$ cat config.mk
export PLATFORM = sky130hd
export DESIGN_NAME = link_target_containment_check
export DESIGN_NICKNAME = d
export VERILOG_FILES = /design/src/rtl/core/ltcc_pkg.sv /design/src/rtl/core/ltcc_walk.sv /design/src/rtl/core/link_target_containment_check.sv
export SDC_FILE = /design/constraint.sdc
export NUM_CORES = 1
export LEC_CHECK = 0
export ABC_AREA = 0
export BUFFER_PORTS_ARGS = -buffer_cell sky130_fd_sc_hd__buf_4
export CORE_ASPECT_RATIO = 0.9
export CORE_UTILIZATION = 35
export CTS_CLUSTER_DIAMETER = 150
export DETAILED_ROUTE_END_ITERATION = 6
export GPL_ROUTABILITY_DRIVEN = 0
export GPL_TIMING_DRIVEN = 0
export SLEW_MARGIN = 40
export SYNTH_ARGS = -nofsm -noshare
export SYNTH_HDL_FRONTEND = slang
export SYNTH_SLANG_ARGS = --single-unit
export TNS_END_PERCENT = 100
$ cat constraint.sdc
create_clock -name clk -period 4.3 [get_ports clk]
set_clock_uncertainty 0.15 [all_clocks]
set_input_delay 0.645 -clock clk [delete_from_list [all_inputs] [get_ports clk]]
set_output_delay 0.645 -clock clk [all_outputs]
set_load 0.02 [all_outputs]
$ cat src/rtl/core/ltcc_pkg.sv
// ----------------------------------------------------------------------------
// ltcc_pkg
// Shared types and codes for the link target containment check.
// ----------------------------------------------------------------------------
package ltcc_pkg;

  localparam int PARENT_LIMIT_DEF = 4096;
  localparam int DEPTH_BITS_DEF   = 16;

  // item modes
  localparam logic [1:0] MODE_ENTRY_CHAR = 2'd0;
  localparam logic [1:0] MODE_ENTRY_END  = 2'd1;
  localparam logic [1:0] MODE_TGT_CHAR   = 2'd2;
  localparam logic [1:0] MODE_TGT_END    = 2'd3;

  // component classes
  localparam logic [1:0] CLS_EMPTY  = 2'd0;
  localparam logic [1:0] CLS_DOT    = 2'd1;
  localparam logic [1:0] CLS_DOTDOT = 2'd2;
  localparam logic [1:0] CLS_OTHER  = 2'd3;

  // verdict reasons
  localparam logic [2:0] RSN_OK        = 3'd0;
  localparam logic [2:0] RSN_EMPTY     = 3'd1;
  localparam logic [2:0] RSN_BACKSLASH = 3'd2;
  localparam logic [2:0] RSN_ESCAPE    = 3'd3;
  localparam logic [2:0] RSN_TOO_LONG  = 3'd4;

  localparam logic [7:0] CH_SLASH     = 8'h2f;
  localparam logic [7:0] CH_BACKSLASH = 8'h5c;
  localparam logic [7:0] CH_DOT       = 8'h2e;

  typedef struct packed {
    logic [1:0] mode;
    logic [7:0] ch;
  } item_t;

  typedef struct packed {
    logic       accepted;
    logic [2:0] reason;
  } result_t;

  function automatic logic [1:0] next_class(input logic [1:0] cls, input logic [7:0] c);
    logic [1:0] r;
    r = CLS_OTHER;
    if (c == CH_DOT) begin
      if (cls == CLS_EMPTY) r = CLS_DOT;
      else if (cls == CLS_DOT) r = CLS_DOTDOT;
    end
    return r;
  endfunction

endpackage

$ cat src/rtl/core/ltcc_walk.sv
// ----------------------------------------------------------------------------
// ltcc_walk
// Path walk state: depth counter, component class and flags; forms the
// verdict when the end of the target arrives.
// ----------------------------------------------------------------------------
module ltcc_walk #(
  parameter int PARENT_LIMIT = ltcc_pkg::PARENT_LIMIT_DEF,
  parameter int DEPTH_BITS   = ltcc_pkg::DEPTH_BITS_DEF
) (
  input  logic              clk,
  input  logic              rst,
  input  logic              take,
  input  ltcc_pkg::item_t   item,
  output logic              res_valid,
  output ltcc_pkg::result_t res
);
  import ltcc_pkg::*;

  localparam int IDX_BITS = $clog2(PARENT_LIMIT + 1);
  localparam logic [IDX_BITS-1:0]   IDX_LIMIT = IDX_BITS'(PARENT_LIMIT);
  localparam logic [DEPTH_BITS-1:0] DEPTH_MAX = '1;

  logic                  in_target, in_target_next;
  logic                  target_started, target_started_next;
  logic                  target_absolute, target_absolute_next;
  logic [1:0]            component_class, component_class_next;
  logic [DEPTH_BITS-1:0] dir_depth, dir_depth_next;
  logic                  escaped, escaped_next;
  logic                  saw_backslash, saw_backslash_next;
  logic [IDX_BITS-1:0]   char_index, char_index_next;
  logic                  parent_too_long, parent_too_long_next;

  logic [1:0]            cls_eff;      // class with last entry component dropped if needed
  logic [1:0]            cls_apply;
  logic [DEPTH_BITS-1:0] depth_base;
  logic                  esc_base;
  logic [DEPTH_BITS-1:0] depth_app;
  logic                  esc_app;
  logic                  fin_esc;

  // moving to the target drops the last entry component
  assign cls_eff = in_target ? component_class : CLS_EMPTY;

  always_comb begin
    cls_apply  = (item.mode == MODE_ENTRY_CHAR) ? component_class : cls_eff;
    depth_base = dir_depth;
    esc_base   = escaped;
    depth_app  = depth_base;
    esc_app    = esc_base;
    if (cls_apply == CLS_DOTDOT) begin
      if (depth_base == '0) esc_app = 1'b1;
      else depth_app = depth_base - 1'b1;
    end else if (cls_apply == CLS_OTHER) begin
      if (depth_base != DEPTH_MAX) depth_app = depth_base + 1'b1;
    end
  end

  always_comb begin
    in_target_next       = in_target;
    target_started_next  = target_started;
    target_absolute_next = target_absolute;
    component_class_next = component_class;
    dir_depth_next       = dir_depth;
    escaped_next         = escaped;
    saw_backslash_next   = saw_backslash;
    char_index_next      = char_index;
    parent_too_long_next = parent_too_long;
    fin_esc              = esc_app;
    res_valid            = 1'b0;
    res.accepted         = 1'b0;
    res.reason           = RSN_OK;
    unique case (item.mode)
      MODE_ENTRY_CHAR: begin
        if (!in_target) begin
          if (item.ch == CH_SLASH) begin
            if (char_index == IDX_LIMIT) parent_too_long_next = 1'b1;
            dir_depth_next       = depth_app;
            escaped_next         = esc_app;
            component_class_next = CLS_EMPTY;
          end else begin
            component_class_next = next_class(component_class, item.ch);
          end
          if (char_index != IDX_LIMIT) char_index_next = char_index + 1'b1;
        end
      end
      MODE_ENTRY_END: begin
        in_target_next       = 1'b1;
        component_class_next = cls_eff;
      end
      MODE_TGT_CHAR: begin
        in_target_next      = 1'b1;
        target_started_next = 1'b1;
        if (!target_started && item.ch == CH_SLASH) begin
          // leading slash: judged alone from the root
          target_absolute_next = 1'b1;
          dir_depth_next       = '0;
          escaped_next         = 1'b0;
          component_class_next = cls_eff;
        end else begin
          if (item.ch == CH_BACKSLASH) saw_backslash_next = 1'b1;
          if (item.ch == CH_SLASH) begin
            dir_depth_next       = depth_app;
            escaped_next         = esc_app;
            component_class_next = CLS_EMPTY;
          end else begin
            component_class_next = next_class(cls_eff, item.ch);
          end
        end
      end
      MODE_TGT_END: begin
        res_valid = take;
        priority if (!target_started)                   res.reason = RSN_EMPTY;
        else if (saw_backslash)                         res.reason = RSN_BACKSLASH;
        else if (!target_absolute && parent_too_long)   res.reason = RSN_TOO_LONG;
        else if (fin_esc)                               res.reason = RSN_ESCAPE;
        else                                            res.reason = RSN_OK;
        res.accepted         = (res.reason == RSN_OK);
        in_target_next       = 1'b0;
        target_started_next  = 1'b0;
        target_absolute_next = 1'b0;
        component_class_next = CLS_EMPTY;
        dir_depth_next       = '0;
        escaped_next         = 1'b0;
        saw_backslash_next   = 1'b0;
        char_index_next      = '0;
        parent_too_long_next = 1'b0;
      end
      default: ;
    endcase
  end

  always_ff @(posedge clk) begin
    if (rst) begin
      in_target       <= 1'b0;
      target_started  <= 1'b0;
      target_absolute <= 1'b0;
      component_class <= CLS_EMPTY;
      dir_depth       <= '0;
      escaped         <= 1'b0;
      saw_backslash   <= 1'b0;
      char_index      <= '0;
      parent_too_long <= 1'b0;
    end else if (take) begin
      in_target       <= in_target_next;
      target_started  <= target_started_next;
      target_absolute <= target_absolute_next;
      component_class <= component_class_next;
      dir_depth       <= dir_depth_next;
      escaped         <= escaped_next;
      saw_backslash   <= saw_backslash_next;
      char_index      <= char_index_next;
      parent_too_long <= parent_too_long_next;
    end
  end

  a_idx_sat: assert property (@(posedge clk) disable iff (rst) char_index <= IDX_LIMIT)
    else $error("entry index past limit");
  a_verdict_clears: assert property (@(posedge clk) disable iff (rst)
    take && item.mode == MODE_TGT_END |=> !in_target && dir_depth == '0 && !escaped)
    else $error("walk state not cleared after verdict");
  a_started_in_target: assert property (@(posedge clk) disable iff (rst)
    target_started |-> in_target)
    else $error("target started outside target");

endmodule

$ cat src/rtl/core/link_target_containment_check.sv
// ----------------------------------------------------------------------------
// link_target_containment_check
// Checks that an archive link target stays beneath the extraction root.
// ----------------------------------------------------------------------------
//  channel | payload            | handshake
//  item    | mode, ch           | item_valid / item_stall
//  result  | accepted, reason   | result_valid / result_stall
//
//  One item per cycle while item_stall is low; the walk state updates in the
//  cycle a transaction is taken and the verdict is registered. A two-deep
//  result buffer (output register plus skid) lets items flow while a verdict
//  waits; item_stall rises only when both slots hold. Synchronous reset
//  clears the walk state and both slots.
// ----------------------------------------------------------------------------
module link_target_containment_check #(
  parameter int PARENT_LIMIT = ltcc_pkg::PARENT_LIMIT_DEF,
  parameter int DEPTH_BITS   = ltcc_pkg::DEPTH_BITS_DEF
) (
  input  logic              clk,
  input  logic              rst,
  input  logic              item_valid,
  output logic              item_stall,
  input  ltcc_pkg::item_t   item,
  output logic              result_valid,
  input  logic              result_stall,
  output ltcc_pkg::result_t result
);
  import ltcc_pkg::*;

  logic    take;
  logic    res_valid;
  result_t res;
  logic    skid_valid;
  result_t skid;

  assign item_stall = skid_valid;
  assign take       = item_valid && !item_stall;

  ltcc_walk #(
    .PARENT_LIMIT(PARENT_LIMIT),
    .DEPTH_BITS  (DEPTH_BITS)
  ) u_walk (
    .clk      (clk),
    .rst      (rst),
    .take     (take),
    .item     (item),
    .res_valid(res_valid),
    .res      (res)
  );

  always_ff @(posedge clk) begin
    if (rst) begin
      result_valid <= 1'b0;
      skid_valid   <= 1'b0;
    end else if (!result_valid || !result_stall) begin
      if (skid_valid) begin
        result_valid <= 1'b1;
        skid_valid   <= 1'b0;
      end else begin
        result_valid <= res_valid;
      end
    end else if (res_valid) begin
      skid_valid <= 1'b1;
    end
  end

  always_ff @(posedge clk) begin
    if (!result_valid || !result_stall) begin
      result <= skid_valid ? skid : res;
    end else if (res_valid) begin
      skid <= res;
    end
  end

  a_skid_behind_out: assert property (@(posedge clk) disable iff (rst)
    skid_valid |-> result_valid)
    else $error("skid holds a verdict ahead of the output register");
  a_no_drop: assert property (@(posedge clk) disable iff (rst)
    res_valid && result_valid && result_stall |=> skid_valid)
    else $error("verdict lost while output stalled");
  a_verdict_shows: assert property (@(posedge clk) disable iff (rst)
    res_valid && !result_valid |=> result_valid && $past(res) == result)
    else $error("verdict not registered");

endmodule

## Word-level counts from Yosys, hierarchy flattened

Cells that the tools add are included.

| word-level totals | value |
|---|---|
| bits in registers | 47 |
| input port bits | 14 |
| output and inout bits | 6 |
| word-level logic and storage cells | 118 |

| operators by class | value |
|---|---|
| add/sub/neg operators | 3 |
| eq/ne operators | 20 |
| muxes and demuxes | 50 |
| bitwise operators | 1 |
| reductions and logical operators | 29 |

Operators with widths:

| cell | number |
|---|---|
| two-way mux 16 bit | 7 |
| case mux 16 bit (3 select lines) | 1 |
| two-way mux 13 bit | 2 |
| case mux 13 bit (2 select lines) | 1 |
| two-way mux 2 bit | 11 |
| adder 16 x 1 -> 16 bit, second input constant | 1 |
| == test 8 x 6 -> 1 bit, second input constant | 2 |
| zero test 16 bit | 1 |
| inequality test 16 bit, second input constant | 1 |
| subtractor 16 x 1 -> 16 bit, second input constant | 1 |
| two-way mux 1 bit | 15 |
| adder 13 x 1 -> 13 bit, second input constant | 1 |
| == test 13 bit, second input constant | 1 |
| inequality test 13 bit, second input constant | 1 |
| two-way mux 3 bit | 4 |
| inequality test 2 bit, second input constant | 5 |
| case mux 1 bit (2 select lines) | 5 |
| == test 2 bit, second input constant | 4 |
| == test 8 x 7 -> 1 bit, second input constant | 1 |
| two-way mux 4 bit | 2 |
| case mux 2 bit (4 select lines) | 1 |
| AND reduction 2 bit | 4 |
| AND reduction 4 bit | 2 |
| == test 2 x 1 -> 1 bit, second input constant | 3 |
| 13 further kinds | 26 |

## Depth between registers and ports, before layout

Gate-level depths: netlist of run 1.

| depth | value |
|---|---|
| depth after elaboration | 12 |
| gate-level depth with buffers | 10 |
| gate-level depth less buffers | 8 |

## By module

A second synthesis of run 1 with hierarchy kept.

| unflattened totals | value |
|---|---|
| cells, all modules | 368 |
| area, all modules | 3036.7 µm² |

By module, submodules not included:

| module | instances | cells each | area an instance (µm²) | sequential area each (µm²) |
|---|---|---|---|---|
| ltcc_walk | 1 | 348 | 2678.8 | 740.7 |
| link_target_containment_check | 1 | 20 | 357.8 | 280.3 |

## Worst setup path before layout of run 1

No wires, ideal clock.

| timing | value |
|---|---|
| kind | in2reg |
| start | input item[8] in the netlist's numbering |
| end | register u_walk.char_index[0] |
| setup time | 0.128 ns |
| arrival | 2.352 ns |
| required time | 4.022 ns |
| setup slack | 1.670 ns |
| stages | 9 |
| buffers on the path | 2 |
| path through | inv_1 > ha_1 > clkbuf_1 > nand2_1 > nor3b_1 > nor2b_1 > a21o_1 > clkbuf_1 > nor2_1 |

| on the way | value |
|---|---|
| word-level cells in the longest chain between the ends | 3 |
| elaborated cells between the ends (all ways) | 7 |
| classes of those cells | 3 x eq/ne; 1 x mux; 3 x reduce/logical |

RTL lines:

| element | RTL line | source |
|---|---|---|
| start: declaration | link_target_containment_check.sv:23 | `input ltcc_pkg::item_t item,` |
| zero test 2 bit / == test 2 bit (equally long branches) | ltcc_walk.sv:72 | `unique case (item.mode)` |
| inequality test 2 bit (no source line) / nonzero test 2 bit (equally long branches) | -- |  |
| AND reduction 4 bit (no source line) | -- |  |
| end signal: assignment | ltcc_walk.sv:151 | `char_index <= char_index_next;` |
| end: declaration | ltcc_walk.sv:30 | `logic [IDX_BITS-1:0] char_index, char_index_next;` |

Parallel ways exist; a longest one is shown, timed or not.
A chain may end at the register's enable or synchronous reset.

==> results of run 1 <==
power by group through the flow:
stage	Clock [mW]	Combinational (mW)	Sequential, mW
3_5_place_dp	0	0.0936	0.467
6_report	0.273	0.0944	0.457
5_1_grt	0.304	0.105	0.458
4_1_cts	0.285	0.0941	0.457
2_1_floorplan	0	0.0569	0.469
3_3_place_gp	0	0.0932	0.467
per-stage QoR:
stage	hold slack (ns)	instance area (um2)	utilization, %	setup WS [ns]
after floorplan	0.288	3060	-	1.67
after global placement	0.307	3350	40.5	1.05
after detailed placement	0.313	3350	40.5	1.02
after CTS	0.343	3440	41.6	1.35
after global routing	0.358	3440	41.6	1.08
final	0.348	3440	41.6	1.39
final cells by class:
cell class,instances,area share (%)
Buffer,22,2.99
Clock buffer,6,2.11
Clock inverter,2,0.401
Inverter,11,1.20
Multi-Input combinational cell,298,55.2
Sequential cell,47,29.7
Tap cell,115,4.19
Timing Repair Buffer,19,4.15
sequential cells by signal, indices dropped and copies added (netlist names):
register	count
u_walk.saw_backslash	1
result_valid	1
skid	4
u_walk.depth_base	16
u_walk.target_started	1
u_walk.target_absolute	1
item_stall	1
u_walk.char_index	13
u_walk.parent_too_long	1
result	4
u_walk.esc_base	1
u_walk.in_target	1
u_walk.component_class	2
synth_stat cells, types with 5 or more instances:
| cell | number |
|---|---|
| sky130_fd_sc_hd__a31oi_1 | 8 |
| sky130_fd_sc_hd__nand4_1 | 13 |
| sky130_fd_sc_hd__inv_1 | 11 |
| sky130_fd_sc_hd__nor4_1 | 5 |
| sky130_fd_sc_hd__mux2_2 | 5 |
| sky130_fd_sc_hd__clkbuf_1 | 13 |
| sky130_fd_sc_hd__or3_1 | 8 |
| sky130_fd_sc_hd__dfxtp_1 | 39 |
| sky130_fd_sc_hd__nor2_1 | 48 |
| sky130_fd_sc_hd__nor3_1 | 16 |
| sky130_fd_sc_hd__xor2_1 | 5 |
| sky130_fd_sc_hd__nor2b_1 | 6 |
| sky130_fd_sc_hd__and4_1 | 5 |
| sky130_fd_sc_hd__a21oi_1 | 25 |
| sky130_fd_sc_hd__edfxtp_1 | 8 |
| sky130_fd_sc_hd__xnor2_1 | 14 |
| sky130_fd_sc_hd__nand2_1 | 31 |
| sky130_fd_sc_hd__nand3_1 | 12 |
| sky130_fd_sc_hd__o21ai_0 | 13 |
| sky130_fd_sc_hd__ha_1 | 9 |
| sky130_fd_sc_hd__buf_2 | 7 |
| sky130_fd_sc_hd__a221oi_1 | 7 |
| sky130_fd_sc_hd__nor4b_1 | 5 |
cell usage in the layout, fill, tap and decap left out, types with 9 or more instances in the layout:
cell / instances
sky130_fd_sc_hd__nor3_1: 16
sky130_fd_sc_hd__xnor2_1: 14
sky130_fd_sc_hd__o21ai_0: 13
sky130_fd_sc_hd__nor2_1: 48
sky130_fd_sc_hd__nand3_1: 12
sky130_fd_sc_hd__dfxtp_1: 39
sky130_fd_sc_hd__clkbuf_1: 14
sky130_fd_sc_hd__nand4_1: 13
sky130_fd_sc_hd__a21oi_1: 25
sky130_fd_sc_hd__ha_1: 9
sky130_fd_sc_hd__nand2_1: 31
sky130_fd_sc_hd__inv_1: 11
sky130_fd_sc_hd__buf_4: 20
cells by family after synthesis:
kind of cell / Yosys count
flops: 47
mux: 7
simple gates: 180
compound gates: 83
xor+xnor: 19
fa+ha+maj: 9
buf+inv: 33
critical path: cells and delay by family:
family	cells	cell delay [ns]
compound gates	3	1.02
buf+inv	3	0.39
simple gates	2	0.33
mux	1	0.26
fa+ha+maj	1	0.21
metal layers:
layer	global-route usage, %	wire [um]
met2	26.1	3340
met5	0	0
met1	25.9	3780
met3	3.87	561
met4	4.23	103
worst max path at each step:
stage	endpoint	depth (start not counted)
5_1_grt	u_walk.char_index[11]$_SDFFE_PP0P_	10
3_3_place_gp	u_walk.char_index[5]$_SDFFE_PP0P_	10
3_5_place_dp	u_walk.char_index[4]$_SDFFE_PP0P_	10
2_1_floorplan	u_walk.char_index[0]$_SDFFE_PP0P_	9
4_1_cts	u_walk.char_index[4]$_SDFFE_PP0P_	10
6_report	result[0]$_DFFE_PP_	10
==> flow_summary.rst, run 1 <==
.. list-table::
   :header-rows: 1

   * - Metric
     - Value
   * - Number of buffers created by CTS
     - 5
   * - Total chip power
     - ~0.82 mW
   * - Internal Power
     - around 0.60 mW
   * - P&R area growth vs syn
     - 12.2%
   * - DR vias
     - about 3,000
   * - Worst hold path class
     - flop to flop
   * - Floorplan core area
     - approximately 8300 um2
   * - Number of optimization iterations in the first detailed-route pass
     - 5
   * - Crit path max-delay cell type
     - sky130_fd_sc_hd__o21ai_0
   * - Sequential element share of the synthesized area
     - between 30% and 40%
   * - Number of DRC markers in iteration 0
     - 211
   * - Worst-skew pair later-pin latency
     - 0.30 ns
   * - Maximum single-stage delay on the critical path
     - between 0.6 and 0.7 ns
   * - Maximum capacitance violations
     - 0
   * - Cell depth of the worst min-delay path
     - 2
   * - Average size of a mapped cell
     - between 8 and 9 um2
   * - Number of levels the H-tree was split into
     - 2
   * - Final hold vios
     - 0
   * - Number of buffers added to fix hold violations after cts
     - 0
   * - Critical Path Fanout Max
     - 10
   * - Gates resized, CTS repair
     - 0
   * - Sum of routed wire length over all layers
     - 7780 um
   * - Register share of total power
     - 55.4%
   * - Net Sw Power
     - around 0.22 mW
   * - Run status
     - complete, no violations
   * - Fraction of power spent switching nets
     - between 20% and 30%
   * - Total overflow reported by the global router
     - 0
   * - Synthesized flop and latch total
     - 47
   * - Post-CTS setup buffers
     - 0
   * - Proportion of power drawn by combinational gates
     - 11.5%
   * - Portion of the clock cycle consumed by the worst path in the final layout
     - between 60% and 70%
   * - Final critical-path required period
     - ~2.9 ns
   * - Origin of the worst setup path
     - item[8]
   * - Adder-cell area share of the yosys netlist
     - 3.68%
   * - Via density
     - roughly 5.7
   * - Non-filler cells, final
     - 520
   * - Sequential Area
     - between 1000 and 1500 um2
   * - Filler Cells Inserted
     - 833
   * - Worst vdd ir
     - between 100 and 150 uV
   * - Wire length of the first global-routing pass
     - 13,000 um
   * - Number of nets produced by synthesis
     - 401
   * - All-Layer GR Usage
     - 17.7%
   * - Number of buffers on the longest clock path
     - 2
   * - Layout cell share with drive strength beyond 1
     - 12.6%
   * - Class of the most critical setup path
     - input pin to flop
   * - Leak Pwr
     - approximately 1.2 nW
   * - Setup TNS after final layout
     - 0 ns
   * - Final Setup Violations
     - 0
   * - Root cell of the clock tree
     - sky130_fd_sc_hd__clkbuf_8
   * - Worst-case headroom to the max-slew limit
     - 38.3%
   * - Cell area after synthesis
     - 3060 um2
   * - Async S/R FF share, synth
     - 0%
   * - Area enclosed by the die boundary
     - about 9000 um2
   * - Area taken by multi-input logic gates
     - between 1500 and 2000 um2
   * - Wirelength per Cell
     - 15.0 um
   * - Area fraction in compound gates after synthesis
     - about 18%
   * - Count of boundary I/O pins
     - 20
   * - Half-perimeter wire length after detailed placement
     - 5680 um
   * - Via count of the first global-routing pass
     - 2,669
   * - End point of the most critical hold path
     - u_walk.esc_base$_SDFFE_PP0P_
   * - CP startpoint kind
     - input pin
   * - Num Clock Sinks
     - between 40 and 50
   * - Fraction of the mapped netlist area in simple logic gates
     - between 30 and 40%
   * - Number of slew-limit violations in the final report
     - 0
   * - Die Span X
     - around 100 um
   * - DIE HEIGHT
     - a little over 90 um
   * - Antenna Diode Count
     - 0
   * - Placed instance count
     - ~510
   * - Endpoint required time on the critical path
     - approximately 4.2 ns
   * - Synth Flop Type
     - sky130_fd_sc_hd__dfxtp_1
   * - Largest net degree at the start of global routing
     - 16
   * - Share of the synthesized area in the top cell type
     - 25.5%
   * - Port bufs
     - 19
   * - Worst Max-Slew Pin Slew
     - 0.902 ns
   * - Chain of cells forming the critical path
     - buf_4 > inv_1 > ha_1 > o21ai_0 > nor2_1 > buf_2 > a21oi_1 > o31ai_1 > and2_1 > mux2_2
   * - Clock-pin slew of the registers on the worst-case setup and hold paths
     - 0.10 ns
   * - Initial core utilization
     - around 37%
   * - DRC violation count after routing
     - 0
   * - Initial antenna violation count
     - 0
   * - Power density relative to cell area
     - between 200 and 250 nW/um2
   * - Crit path DAT
     - about 2.8 ns
   * - Hold wc startpoint
     - u_walk.esc_base$_SDFFE_PP0P_
   * - RSZ-0062 raised after global routing
     - false
   * - Beginning of the worst register-to-register path
     - u_walk.in_target$_SDFFE_PP0P_
   * - Synthesized netlist cell count
     - roughly 380
   * - CP Capture Type
     - flop
   * - TritonCTS clock tree
     - built
   * - Synth top area cells
     - sky130_fd_sc_hd__dfxtp_1, sky130_fd_sc_hd__edfxtp_1, sky130_fd_sc_hd__nor2_1
   * - Xor/xnor cell area share of the yosys netlist
     - under 10%
   * - Cells on worst reg2reg path
     - 8
   * - Placement Rows
     - 31
   * - Reg2reg end
     - result[0]$_DFFE_PP_
   * - Count of antenna-violating nets left after detailed routing
     - 0
   * - Clock Power Share
     - 33.1%
   * - Multiplexer share of the synthesized area
     - 2.49%
   * - Slack of the worst reg-to-reg path
     - roughly 1.6 ns
   * - Maximum clock frequency
     - 0.343 GHz
   * - Dominant combinational cell family by area after synthesis
     - simple AND/OR/NAND/NOR gates
   * - Post-synthesis cell type with the largest combined area
     - sky130_fd_sc_hd__dfxtp_1
   * - Count of warnings emitted by yosys
     - 0
   * - Count of flip-flops with a built-in enable after synthesis
     - 8
   * - Cell variety after synth
     - 54
   * - Final Net Count
     - between 400 and 500
Power figures use the tool's default switching activity.
==> inputs of run 2 (changes only) <==
==> constraint.sdc (replaced) <==
create_clock -name clk -period 2.81 [get_ports clk]
set_clock_uncertainty 0.15 [all_clocks]
set_input_delay 0.4215 -clock clk [delete_from_list [all_inputs] [get_ports clk]]
set_output_delay 0.4215 -clock clk [all_outputs]
set_load 0.02 [all_outputs]
==> flow_summary.rst, run 2 (synthesis results as in run 1) <==
.. list-table::
   :header-rows: 1

   * - Metric
     - Value
   * - Number of buffers on the longest clock path
     - 2
   * - Clock Power Share
     - 33.5%
   * - Initial antenna violation count
     - 0
   * - RSZ-0062 raised after global routing
     - false
   * - Total overflow reported by the global router
     - 0
   * - Net Sw Power
     - 0.346 mW
   * - Floorplan core area
     - just over 8000 um2
   * - P&R area growth vs syn
     - 12.3%
   * - Number of buffers created by CTS
     - 5
   * - Register share of total power
     - ~55%
   * - Cell depth of the worst min-delay path
     - 3
   * - Number of DRC markers in iteration 0
     - 250
   * - Highest-count cells in the layout ignoring fill and taps
     - sky130_fd_sc_hd__nor2_1, sky130_fd_sc_hd__dfxtp_1, sky130_fd_sc_hd__nand2_1
   * - Final Setup Violations
     - 0
   * - Antenna Diode Count
     - 0
   * - All-Layer GR Usage
     - between 15 and 20%
   * - Beginning of the worst register-to-register path
     - u_walk.depth_base[9]$_SDFFE_PP0P_
   * - Die Span X
     - around 100 um
   * - Crit path max-delay cell type
     - sky130_fd_sc_hd__a2111oi_0
   * - Portion of the clock cycle consumed by the worst path in the final layout
     - a little over 90%
   * - Reg2reg end
     - u_walk.depth_base[12]$_SDFFE_PP0P_
   * - Num Clock Sinks
     - 47
   * - Number of levels the H-tree was split into
     - 2
   * - Number of buffers and inverters on the critical path
     - 1
   * - Sum of routed wire length over all layers
     - roughly 7800 um
   * - Proportion of power drawn by combinational gates
     - 11.5%
   * - Worst-case headroom to the max-slew limit
     - around two fifths
   * - Fraction of power spent switching nets
     - between 20% and 30%
   * - Clock-pin slew of the registers on the worst-case setup and hold paths
     - roughly 0.10 ns
   * - End point of the most critical hold path
     - item_stall$_SDFFE_PP0P_
   * - Leak Pwr
     - 1.17 nW
   * - Final critical-path required period
     - between 2 and 3 ns
   * - Final core occ
     - between 40% and 50%
   * - Number of optimization iterations in the first detailed-route pass
     - 6
   * - Run status
     - complete, no violations
   * - Crit path DAT
     - 2.64 ns
   * - Worst vdd ir
     - approximately 200 uV
   * - TritonCTS clock tree
     - built
   * - Post-CTS setup buffers
     - 0
   * - Slack of the worst reg-to-reg path
     - ~0.21 ns
   * - Chain of cells forming the critical path
     - buf_6 > or4_1 > a2111oi_0 > a31oi_1 > a21oi_1 > o22ai_1
   * - Count of boundary I/O pins
     - 20
   * - Hold wc startpoint
     - item_valid
   * - Post-DP Area
     - 3350 um2
   * - Number of slew-limit violations in the final report
     - 0
   * - Maximum capacitance violations
     - 0
   * - DIE HEIGHT
     - approximately 91 um
   * - Maximum clock frequency
     - 0.384 GHz
   * - Cells on worst reg2reg path
     - 6
   * - Via count of the first global-routing pass
     - ~2,700
   * - Gates resized, CTS repair
     - 0
   * - Largest net degree at the start of global routing
     - 16
   * - Final WS setup
     - about 0.21 ns
   * - Layout cell share with drive strength beyond 1
     - approximately an eighth
   * - Non-filler cells, final
     - between 500 and 600
   * - Count of antenna-violating nets left after detailed routing
     - 0
   * - DR vias
     - between 2,000 and 3,000
   * - CP Capture Type
     - flop
   * - Wirelength per Cell
     - approximately 15 um
   * - Critical Path Fanout Max
     - 9
   * - CP startpoint kind
     - flop
   * - Wire length of the first global-routing pass
     - between 10,000 and 15,000 um
   * - Worst setup slack after placement
     - -0.243 ns
   * - Worst hold path class
     - input pin to flop
   * - Worst Max-Slew Pin Slew
     - around 0.88 ns
   * - Number of buffers added to fix hold violations after cts
     - 0
   * - Placement Rows
     - 31
   * - Port bufs
     - 19
   * - Placed instance count
     - just over 500
   * - Area of all placed cells without fillers
     - 3440 um2
   * - Final hold vios
     - 0
   * - Leading cell type in the layout, fill and taps excluded
     - sky130_fd_sc_hd__nor2_1
   * - Internal Power
     - 0.925 mW
   * - Worst-skew pair later-pin latency
     - 0.31 ns
   * - Total chip power
     - approximately 1.3 mW
   * - Kind of cell adding the most delay to the critical path
     - compound AO/OA/AOI/OAI gates
   * - Class of the most critical setup path
     - flop to flop
   * - Root cell of the clock tree
     - sky130_fd_sc_hd__clkbuf_8
   * - Endpoint required time on the critical path
     - approximately 2.9 ns
   * - Maximum single-stage delay on the critical path
     - around 0.82 ns
   * - Area enclosed by the die boundary
     - 9130 um2
   * - Half-perimeter wire length after detailed placement
     - between 5000 and 6000 um
   * - Final Net Count
     - around 430
   * - Power density relative to cell area
     - between 300 and 400 nW/um2
   * - Via density
     - between 5 and 6
   * - Number of flip-flops in the largest register
     - 16
   * - DRC violation count after routing
     - 0
   * - Initial core utilization
     - 37.1%
## run 2: per-stage QoR
step	hold WS [ns]	TNS, ns
2_1_floorplan	0.288	0
3_3_place_gp	0.307	-2.55
3_5_place_dp	0.313	-2.64
4_1_cts	0.282	0
5_1_grt	0.338	0
6_report	0.276	0
## run 2: final cells by class
| class | count | area, um2 |
|---|---|---|
| fill | 835 | 4820 |
| multi-input combinational | 298 | 1900 |
| sequential | 47 | 1020 |
| tap | 115 | 144 |
| timing repair buffer | 19 | 143 |
| buffer | 22 | 104 |
| clock buffer | 6 | 72.6 |
| inverter | 11 | 41.3 |
| clock inverter | 2 | 13.8 |
## run 2: worst reg2reg max path: stages, from the launching register on
cell                        delay, ns
sky130_fd_sc_hd__dfxtp_1         0.32
sky130_fd_sc_hd__buf_6           0.13
sky130_fd_sc_hd__or4_1           0.58
sky130_fd_sc_hd__a2111oi_0       0.82
sky130_fd_sc_hd__a31oi_1         0.20
sky130_fd_sc_hd__a21oi_1         0.19
sky130_fd_sc_hd__o22ai_1         0.10
## run 2: power by group through the flow
stage	clock (mW)	combinational, mW	sequential [mW]
floorplan	0	0.0870	0.717
global placement	0	0.143	0.715
detailed placement	0	0.143	0.715
CTS	0.435	0.144	0.699
global route	0.466	0.162	0.701
finish	0.425	0.146	0.699
## run 2: worst max path at each step
stage	start	to	slack [ns]	cells past startpoint
floorplan	item[8]	u_walk.char_index[0]$_SDFFE_PP0P_	0.40	9
global placement	item[8]	u_walk.char_index[5]$_SDFFE_PP0P_	-0.22	10
detailed placement	item[8]	u_walk.char_index[4]$_SDFFE_PP0P_	-0.24	10
CTS	item[8]	u_walk.char_index[4]$_SDFFE_PP0P_	0.09	10
global route	item_stall$_SDFFE_PP0P_	u_walk.depth_base[12]$_SDFFE_PP0P_	0.08	9
finish	u_walk.depth_base[9]$_SDFFE_PP0P_	u_walk.depth_base[12]$_SDFFE_PP0P_	0.21	6
## run 2: per-layer routing
| metal | vias to the layer above | part of all wire [%] | track usage (%) |
|---|---|---|---|
| met1 | 1411 | 49 | 25.9 |
| met5 | - | 0 | 0 |
| met4 | 0 | 1.1 | 4.23 |
| li1 | 1447 | - | - |
| met3 | 12 | 7.0 | 3.87 |
| met2 | 121 | 43 | 26.1 |
